File: src/hdl/srms_pkg.sv
// shared types, constants and a helper function of the sampled region mean and sd block
package srms_pkg;

  // sizes of the statistics and counters
  localparam int unsigned MAX_REGION_PIXELS = 16777216;
  localparam int unsigned MAX_IMAGE_WIDTH   = 65536;
  localparam int unsigned CNT_W    = 25;
  localparam int unsigned POS_W    = 16;
  localparam int unsigned SUM_W    = 41;
  localparam int unsigned SQSUM_W  = 56;
  localparam int unsigned VAL_W    = 17;
  localparam int unsigned NPIX_W   = 34;
  localparam int unsigned PROD_W   = 81;
  localparam int unsigned MPLR_W   = 40;
  localparam int unsigned DVD_W    = 97;
  localparam int unsigned DVS_W    = 62;
  localparam int unsigned QUO_W    = 64;
  localparam int unsigned SQRT_W   = 64;

  // luminance weights and scales
  localparam logic [VAL_W-1:0] WEIGHT_RED   = 17'd30;
  localparam logic [VAL_W-1:0] WEIGHT_GREEN = 17'd59;
  localparam logic [VAL_W-1:0] WEIGHT_BLUE  = 17'd11;
  localparam logic [6:0]  RGB_SCALE    = 7'd100;
  localparam logic [13:0] RGB_SCALE_SQ = 14'd10000;
  localparam logic [NPIX_W-1:0] MIN_SAMPLES = 34'd5;
  localparam logic [CNT_W-1:0]  STRIDE_ADJUST_ABOVE = 25'd5;

  // pixel formats
  localparam logic [2:0] FMT_U8   = 3'd0;
  localparam logic [2:0] FMT_S8   = 3'd1;
  localparam logic [2:0] FMT_U16  = 3'd2;
  localparam logic [2:0] FMT_S16  = 3'd3;
  localparam logic [2:0] FMT_RGB  = 3'd4;
  localparam logic [2:0] FMT_RGBA = 3'd5;

  // result status codes
  localparam logic [1:0] STAT_OK    = 2'd0;
  localparam logic [1:0] STAT_SMALL = 2'd1;
  localparam logic [1:0] STAT_UNSUP = 2'd2;
  localparam logic [1:0] STAT_LARGE = 2'd3;

  // register indexes
  localparam logic [2:0] REG_PIXEL_FORMAT    = 3'd0;
  localparam logic [2:0] REG_IMAGE_WIDTH     = 3'd1;
  localparam logic [2:0] REG_X_START         = 3'd2;
  localparam logic [2:0] REG_Y_START         = 3'd3;
  localparam logic [2:0] REG_USE_WIDTH       = 3'd4;
  localparam logic [2:0] REG_USE_HEIGHT      = 3'd5;
  localparam logic [2:0] REG_SAMPLE_FRACTION = 3'd6;

  // datapath operations issued by the controller
  typedef enum logic [4:0] {
    OP_NONE,
    OP_START,
    OP_NS,
    OP_CHECK,
    OP_DIV_STRIDE,
    OP_FIX_STRIDE,
    OP_DIV_TARGET,
    OP_LOAD_TARGET,
    OP_PIX_HELD,
    OP_PIX,
    OP_FIN_INIT,
    OP_DIV_MEAN,
    OP_LOAD_MEAN,
    OP_MUL_A,
    OP_MUL_B,
    OP_STORE_B,
    OP_DIV_VAR,
    OP_SQRT,
    OP_LOAD_SD,
    OP_EMIT
  } op_t;

  typedef struct packed {
    op_t op;
  } cmd_t;

  typedef struct packed {
    logic div_busy;
    logic mul_busy;
    logic sqrt_busy;
    logic frame_ok;
    logic n_zero;
    logic n_many;
    logic a_ge_b;
    logic at_last;
  } dp_stat_t;

  typedef struct packed {
    logic [2:0]  pixel_format;
    logic [16:0] image_width;
    logic [15:0] x_start;
    logic [15:0] y_start;
    logic [16:0] use_width;
    logic [16:0] use_height;
    logic [16:0] sample_fraction;
  } cfg_t;

  // raw pixel to signed value, rgb as luminance times 100
  function automatic logic signed [VAL_W-1:0] pixel_to_value(input logic [2:0] fmt,
                                                             input logic [31:0] p);
    logic [VAL_W-1:0] rgb;
    logic [VAL_W-1:0] v;
    rgb = WEIGHT_RED * 17'(p[7:0]) + WEIGHT_GREEN * 17'(p[15:8]) +
          WEIGHT_BLUE * 17'(p[23:16]);
    unique case (fmt)
      FMT_U8:  v = {9'd0, p[7:0]};
      FMT_S8:  v = {{9{p[7]}}, p[7:0]};
      FMT_U16: v = {1'b0, p[15:0]};
      FMT_S16: v = {p[15], p[15:0]};
      default: v = rgb;
    endcase
    return signed'(v);
  endfunction

endpackage

File: src/hdl/srms_ctrl.sv
// controller: frame setup, pixel acceptance and finish sequencing
module srms_ctrl (
  input  logic               clk,
  input  logic               rst,
  input  logic               in_valid,
  input  logic               in_frame_start,
  output logic               in_ready,
  input  logic               out_ready,
  output logic               out_valid,
  input  srms_pkg::dp_stat_t stat,
  output srms_pkg::cmd_t     cmd
);
  import srms_pkg::*;

  typedef enum logic [4:0] {
    ST_DONE, ST_NS, ST_CHECK, ST_BRANCH, ST_WAIT_S, ST_TGT_GO, ST_WAIT_T, ST_PROC,
    ST_RUN, ST_DRAIN1, ST_DRAIN2, ST_FIN, ST_FIN_BR, ST_WAIT_M, ST_MUL_A,
    ST_WAIT_A, ST_WAIT_B, ST_CMP, ST_WAIT_V, ST_WAIT_R, ST_OUT
  } state_t;

  state_t state, state_next;
  logic   accept;

  assign in_ready = (state == ST_DONE) || (state == ST_RUN);
  assign accept   = in_valid && in_ready;

  // next state and operation
  always_comb begin
    state_next = state;
    cmd.op     = OP_NONE;
    unique case (state)
      ST_DONE: begin
        if (accept && in_frame_start) begin
          cmd.op     = OP_START;
          state_next = ST_NS;
        end
      end
      ST_RUN: begin
        if (accept) begin
          if (in_frame_start) begin
            cmd.op     = OP_START;
            state_next = ST_NS;
          end else begin
            cmd.op = OP_PIX;
            if (stat.at_last) begin
              state_next = ST_DRAIN1;
            end
          end
        end
      end
      ST_NS: begin
        cmd.op     = OP_NS;
        state_next = ST_CHECK;
      end
      ST_CHECK: begin
        cmd.op     = OP_CHECK;
        state_next = ST_BRANCH;
      end
      ST_BRANCH: begin
        if (stat.frame_ok) begin
          cmd.op     = OP_DIV_STRIDE;
          state_next = ST_WAIT_S;
        end else begin
          state_next = ST_PROC;
        end
      end
      ST_WAIT_S: begin
        if (!stat.div_busy) begin
          cmd.op     = OP_FIX_STRIDE;
          state_next = ST_TGT_GO;
        end
      end
      ST_TGT_GO: begin
        cmd.op     = OP_DIV_TARGET;
        state_next = ST_WAIT_T;
      end
      ST_WAIT_T: begin
        if (!stat.div_busy) begin
          cmd.op     = OP_LOAD_TARGET;
          state_next = ST_PROC;
        end
      end
      ST_PROC: begin
        cmd.op     = OP_PIX_HELD;
        state_next = stat.at_last ? ST_DRAIN1 : ST_RUN;
      end
      ST_DRAIN1: state_next = ST_DRAIN2;
      ST_DRAIN2: state_next = ST_FIN;
      ST_FIN: begin
        cmd.op     = OP_FIN_INIT;
        state_next = ST_FIN_BR;
      end
      ST_FIN_BR: begin
        if (!stat.frame_ok || stat.n_zero) begin
          state_next = ST_OUT;
        end else begin
          cmd.op     = OP_DIV_MEAN;
          state_next = ST_WAIT_M;
        end
      end
      ST_WAIT_M: begin
        if (!stat.div_busy) begin
          cmd.op     = OP_LOAD_MEAN;
          state_next = stat.n_many ? ST_MUL_A : ST_OUT;
        end
      end
      ST_MUL_A: begin
        cmd.op     = OP_MUL_A;
        state_next = ST_WAIT_A;
      end
      ST_WAIT_A: begin
        if (!stat.mul_busy) begin
          cmd.op     = OP_MUL_B;
          state_next = ST_WAIT_B;
        end
      end
      ST_WAIT_B: begin
        if (!stat.mul_busy) begin
          cmd.op     = OP_STORE_B;
          state_next = ST_CMP;
        end
      end
      ST_CMP: begin
        if (stat.a_ge_b) begin
          cmd.op     = OP_DIV_VAR;
          state_next = ST_WAIT_V;
        end else begin
          state_next = ST_OUT;
        end
      end
      ST_WAIT_V: begin
        if (!stat.div_busy) begin
          cmd.op     = OP_SQRT;
          state_next = ST_WAIT_R;
        end
      end
      ST_WAIT_R: begin
        if (!stat.sqrt_busy) begin
          cmd.op     = OP_LOAD_SD;
          state_next = ST_OUT;
        end
      end
      ST_OUT: begin
        if (!out_valid || out_ready) begin
          cmd.op     = OP_EMIT;
          state_next = ST_DONE;
        end
      end
      default: state_next = ST_DONE;
    endcase
  end

  // state and result valid
  always_ff @(posedge clk) begin
    if (rst) begin
      state     <= ST_DONE;
      out_valid <= 1'b0;
    end else begin
      state <= state_next;
      if (cmd.op == OP_EMIT) begin
        out_valid <= 1'b1;
      end else if (out_ready) begin
        out_valid <= 1'b0;
      end
    end
  end

endmodule

File: config.mk
export PLATFORM = sky130hd
export DESIGN_NAME = srms_ctrl
export DESIGN_NICKNAME = d
export VERILOG_FILES = /design/src/hdl/srms_pkg.sv /design/src/hdl/srms_ctrl.sv
export SDC_FILE = /design/constraint.sdc
export NUM_CORES = 1
export LEC_CHECK = 0
export ABC_CLOCK_PERIOD_IN_PS = 2500
export BUFFER_PORTS_ARGS = -buffer_cell sky130_fd_sc_hd__buf_2
export CORE_AREA = 2 2 55 57
export CTS_CLUSTER_SIZE = 25
export DETAILED_ROUTE_END_ITERATION = 6
export DIE_AREA = 0 0 57 59
export PLACE_DENSITY = 0.51
export SETUP_SLACK_MARGIN = 0.15
export SYNTH_ARGS = -nofsm -noshare
export SYNTH_HDL_FRONTEND = slang
export SYNTH_SLANG_ARGS = --single-unit
export TNS_END_PERCENT = 1
File: constraint.sdc
create_clock -name clk -period 2.5 [get_ports clk]
set_input_delay 0.625 -clock clk [delete_from_list [all_inputs] [get_ports clk]]
set_output_delay 0.625 -clock clk [all_outputs]
set_load 0.03 [all_outputs]
# ---- Yosys cells after proc, flatten, opt, wreduce, memory -nomap -nowiden
# Index checks and enable logic that the tools add are counted.
dict set report op_classes {
  muxes 35
  n_eq_ne 32
  n_reduce_logical 10
}
# operator count
set ops {}
lappend ops {{one-hot mux 5 bit (21 select lines)} 1}
lappend ops {{one-hot mux 5 bit (19 select lines)} 1}
lappend ops {{two-way mux 5 bit} 18}
lappend ops {{== test 5 x 4 -> 1 bit, second input constant} 8}
lappend ops {{== test 5 bit, second input constant} 6}
lappend ops {{two-way mux 4 bit} 6}
lappend ops {{== test 5 x 3 -> 1 bit, second input constant} 4}
lappend ops {{inequality test 2 bit, second input constant} 9}
lappend ops {{two-way mux 3 bit} 4}
lappend ops {{AND reduction 11 bit} 1}
lappend ops {{== test 5 x 2 -> 1 bit, second input constant} 2}
lappend ops {{== test 5 x 1 -> 1 bit, second input constant} 1}
lappend ops {{logical NOT 5 bit} 1}
lappend ops {{two-way mux 1 bit} 4}
lappend ops {{logical OR 1 bit} 3}
lappend ops {{inequality test 3 bit, second input constant} 1}
lappend ops {{logical AND 1 bit} 2}
lappend ops {{logical NOT 1 bit} 2}
lappend ops {{two-way mux 2 bit} 1}
lappend ops {{inequality test 2 x 1 -> 1 bit, second input constant} 1}
lappend ops {{nonzero test 2 bit} 1}
dict set report totals {
  word_cells 79
  reg_bits 6
  output_inout_bits 7
}

# ---- Depth between registers and ports, before layout
dict set report logic_depth {
  depth_word 8
  ltp_mapped 7
  depth_no_buf 5
}

# ---- Worst setup path after synthesis
# Ideal clock, no wire load.
dict set report synth_path {
  path_type {input to output}
  from {in stat[4] (netlist name)}
  to {out cmd[1] (netlist name)}
  path_buffers 0
  path_slack_ps 106
  path_stages 5
  arrival_time_ps 1769
  required_ps 1875
  path_cell_list {nor2b_1 -> and3_1 -> a21oi_1 -> nor3b_1 -> or4_1}
}
# element line
set synth_rtl {}
lappend synth_rtl {{start: declaration} srms_ctrl.sv:10} ;# input srms_pkg::dp_stat_t stat,
lappend synth_rtl {{end: declaration} srms_ctrl.sv:11} ;# output srms_pkg::cmd_t cmd

==> reports/qor.log <==
INFO  run_status     run_status=finished clean
INFO  min_path       hold-path-cell-count=2
INFO  worst_setup_path critPathCaptureType=primary output
INFO  pwr            power_leakage=0.000599uW
INFO  timing         unrepaired_setup_endpoints_after_global_routing=true
INFO  cells_and_area area.growth.synth_to_final=45.1%
INFO  clocking       clock_latency=0.24ns
INFO  synth          syn-cell-area=921squm
INFO  worst_setup_path r2r_start=state[1]$_SDFFE_PP0P_
INFO  global_route   grt_pass1_vias=1,094
INFO  clocking       cts.sink_count=6
INFO  timing         achievable-frequency=401MHz
INFO  worst_setup_path cp.required=1.88ns
INFO  clocking       ctsLongestPathBuffers=2
INFO  pwr            pwr-share-comb=0.799
INFO  floorplan      chipWidth=57um
INFO  clocking       cts-htree-levels=1
INFO  synth          synth_top_cells_by_area=dfxtp_1 13%, a21oi_1 6.0%, nor2_1 5.7%, mux2i_1 5.4%, buf_2 3.8%
INFO  floorplan      core=2710squm
INFO  synth          postSynth.asyncResetShare=0
INFO  cells_and_area multi_input_area=749squm
INFO  floorplan      chipHeight=59um
INFO  timing         finalSetupViolations=0
INFO  timing         final_slew_viol_count=0
INFO  synth          yosys.area.top_type=dfxtp_1
INFO  worst_setup_path arrival=1.87ns
INFO  synth          avgSynthCellArea=6.98squm
INFO  clocking       cts_buffers=3
INFO  placement      place.gp.congestion=0.841
INFO  synth          post_synthesis_net_count=145
INFO  drt            num_vias=1,178
INFO  worst_setup_path startpoint_type=input port
INFO  synth          synth_edf_count=0
INFO  drt            vias_per_cell=5.77
INFO  synth          ys.flop_type=dfxtp_1
INFO  synth          postSynthCellCount=132
INFO  cells_and_area insertedDiodeCount=0
INFO  synth          yosysMostFrequentCell=nor2_1
INFO  min_path       hold_path_startpoint=out_valid$_SDFFE_PP0P_
INFO  worst_setup_path ff2ff_path_depth=13
INFO  drt            wl_per_cell=15.8um
INFO  clocking       clk_pin_slew=0.04ns
INFO  pwr            power_per_cell_area=1090nW/um^2
INFO  clocking       cts_tree=done
INFO  pwr            swShare=0.477
INFO  global_route   maximum_number_of_pins_on_one_net_before_global_route_repair=14
INFO  synth          synth_top_area_frac=0.130
INFO  worst_setup_path timing.reg2reg.setup_slack=0.11ns
INFO  synth          synthesis_stage_register_bit_count=6
INFO  synth          yosysWarnings=0
INFO  floorplan      floorplan.rows=19
INFO  pwr            switching_power=696uW
INFO  min_path       hold_path_class=flop to flop
INFO  synth          yosysSeqAreaShare=0.130
INFO  worst_setup_path path_max_fanout=3
INFO  timing         period_needed=2.49ns
INFO  pwr            power_frac_seq=0.141
INFO  placement      io_buffers=19
INFO  synth          post_synth_top_cells=14 x nor2_1, 11 x a21oi_1, 9 x nand2_1
INFO  cells_and_area fin_nets=188
INFO  global_route   grt_util_all_layers=0.194
INFO  clocking       clk_tree_root_cell=clkbuf_4
INFO  drt            finalWirelength=3.22mm
INFO  timing         final.setup.worst_slack=0.00894ns
INFO  global_route   grt_remaining_overflow=0
INFO  min_path       hold-path-endpoint=out_valid$_SDFFE_PP0P_
INFO  floorplan      ios=20
INFO  floorplan      floorplan.initialDensity=0.340
INFO  timing         final-hold-violation-count=0
INFO  global_route   wire_length_of_the_first_global_routing_pass=5.03mm
INFO  timing         final.hold.worst_slack=0.522ns
INFO  timing         clock_skew=0.00181ns
INFO  floorplan      area_of_the_die=3360squm
INFO  global_route   grt_antenna_before_repair=0
INFO  pwr            worst_ir_drop_vdd=0.517mV
INFO  worst_setup_path path_class=input port to primary output
INFO  synth          synth_cell_type_count=48
INFO  drt            drt.antenna.violating_nets=0
INFO  job            drv_cap=0
INFO  cells_and_area fillers=287
INFO  placement      place_ws=-0.0779ns
INFO  cells_and_area sequential_cell_area=139squm
INFO  pwr            p_clk_frac=0.060
INFO  drt            starting_drt_drc_count=39
INFO  drt            remaining_drc_errors=0
INFO  timing         slew_headroom=0.736
INFO  timing         timing.final.crit_share=0.996
INFO  pwr            intPower=764uW
INFO  drt            dr.pass1.iters=4
INFO  cells_and_area drive_gt1_frac=0.457
INFO  timing         max_slew.worst_pin.slew=0.390ns
INFO  worst_setup_path worst_r2r_endpoint=state[0]$_SDFFE_PP0P_
INFO  placement      dp.final_hpwl=2.16mm
-- power groups by stage --
stage               clock, uW  sequential [uW]  combinational (uW)
finish                   87.5              205                1170
global route              104              207                1250
CTS                      91.0              212                1010
detailed placement          0              198                 901
global placement            0              201                 905
floorplan                   0              136                 718
-- repair_timing --
item / 4_1_cts / 5_1_grt
setup buffers: 9 / 6
resized for setup: 23 / 14
hold buffers: 0 / 0
pin swaps: 9 / 8
endpoints found under the setup margin: 5 / 5
-- worst max-delay path by stage --
stage	slack, ns	startpoint	cells past startpoint	end
2_1_floorplan	0.12	stat[4]	5	cmd[3]
3_3_place_gp	-0.07	stat[4]	7	cmd[1]
3_5_place_dp	-0.08	stat[4]	7	cmd[1]
4_1_cts	0.04	stat[4]	6	cmd[0]
5_1_grt	-0.009	stat[4]	6	cmd[0]
6_report	0.009	stat[4]	6	cmd[0]
-- logic make-up after synthesis --
| group | synth area share |
|---|---|
| and+or+nand+nor | 0.398 |
| AOI/OAI and AO/OA | 0.296 |
| buffers and inverters | 0.111 |
| DFF | 0.130 |
| muxes | 0.0543 |
| xor gates and xnor gates | 0.00951 |
-- per-stage QoR --
stage | power [uW] | utilization | TNS (ns) | instances | cell area, sq um
2_1_floorplan | 853 | - | 0 | 132 | 925
3_3_place_gp | 1110 | 0.405 | -0.126 | 186 | 1100
3_5_place_dp | 1100 | 0.405 | -0.152 | 186 | 1100
4_1_cts | 1310 | 0.461 | 0 | 198 | 1250
5_1_grt | 1560 | 0.493 | -0.00927 | 204 | 1340
6_report | 1460 | 0.493 | 0 | 204 | 1340
-- placed cells by master, fill, tap and decap left out, types with 5 or more instances in the layout --
master    n
buf_6     7
a21oi_1   9
nor2_1   14
dfxtp_4   5
buf_4    28
nand2_1   9
buf_2    15
o21ai_0   5
mux2i_1   5
nand3_1   6
inv_1     6
-- routing by layer --
metal	routed length, um	track usage	up-vias
met2	1560	0.320	43
met1	1400	0.251	557
li1	-	-	569
met4	81	0.0631	0
met3	178	0.0459	9
met5	0	0	-
-- worst max-delay path: stages --
cell	delay, ns
buf_6	0.09
nor2b_4	0.12
o211ai_1	0.23
a21boi_2	0.11
or4_4	0.53
buf_6	0.15
-- cell type report --
class	count	share of cell area
Tap cell	31	0.0290
Clock buffer	3	0.0169
Timing Repair Buffer	50	0.272
Sequential cell	6	0.104
Multi-Input combinational cell	108	0.561
Inverter	6	0.0169
-- sequential cells by signal (all words and copies together), names as in the netlist --
register / cells
out_valid: 1
state: 5
Note: power is estimated with default switching activity, not from simulation.
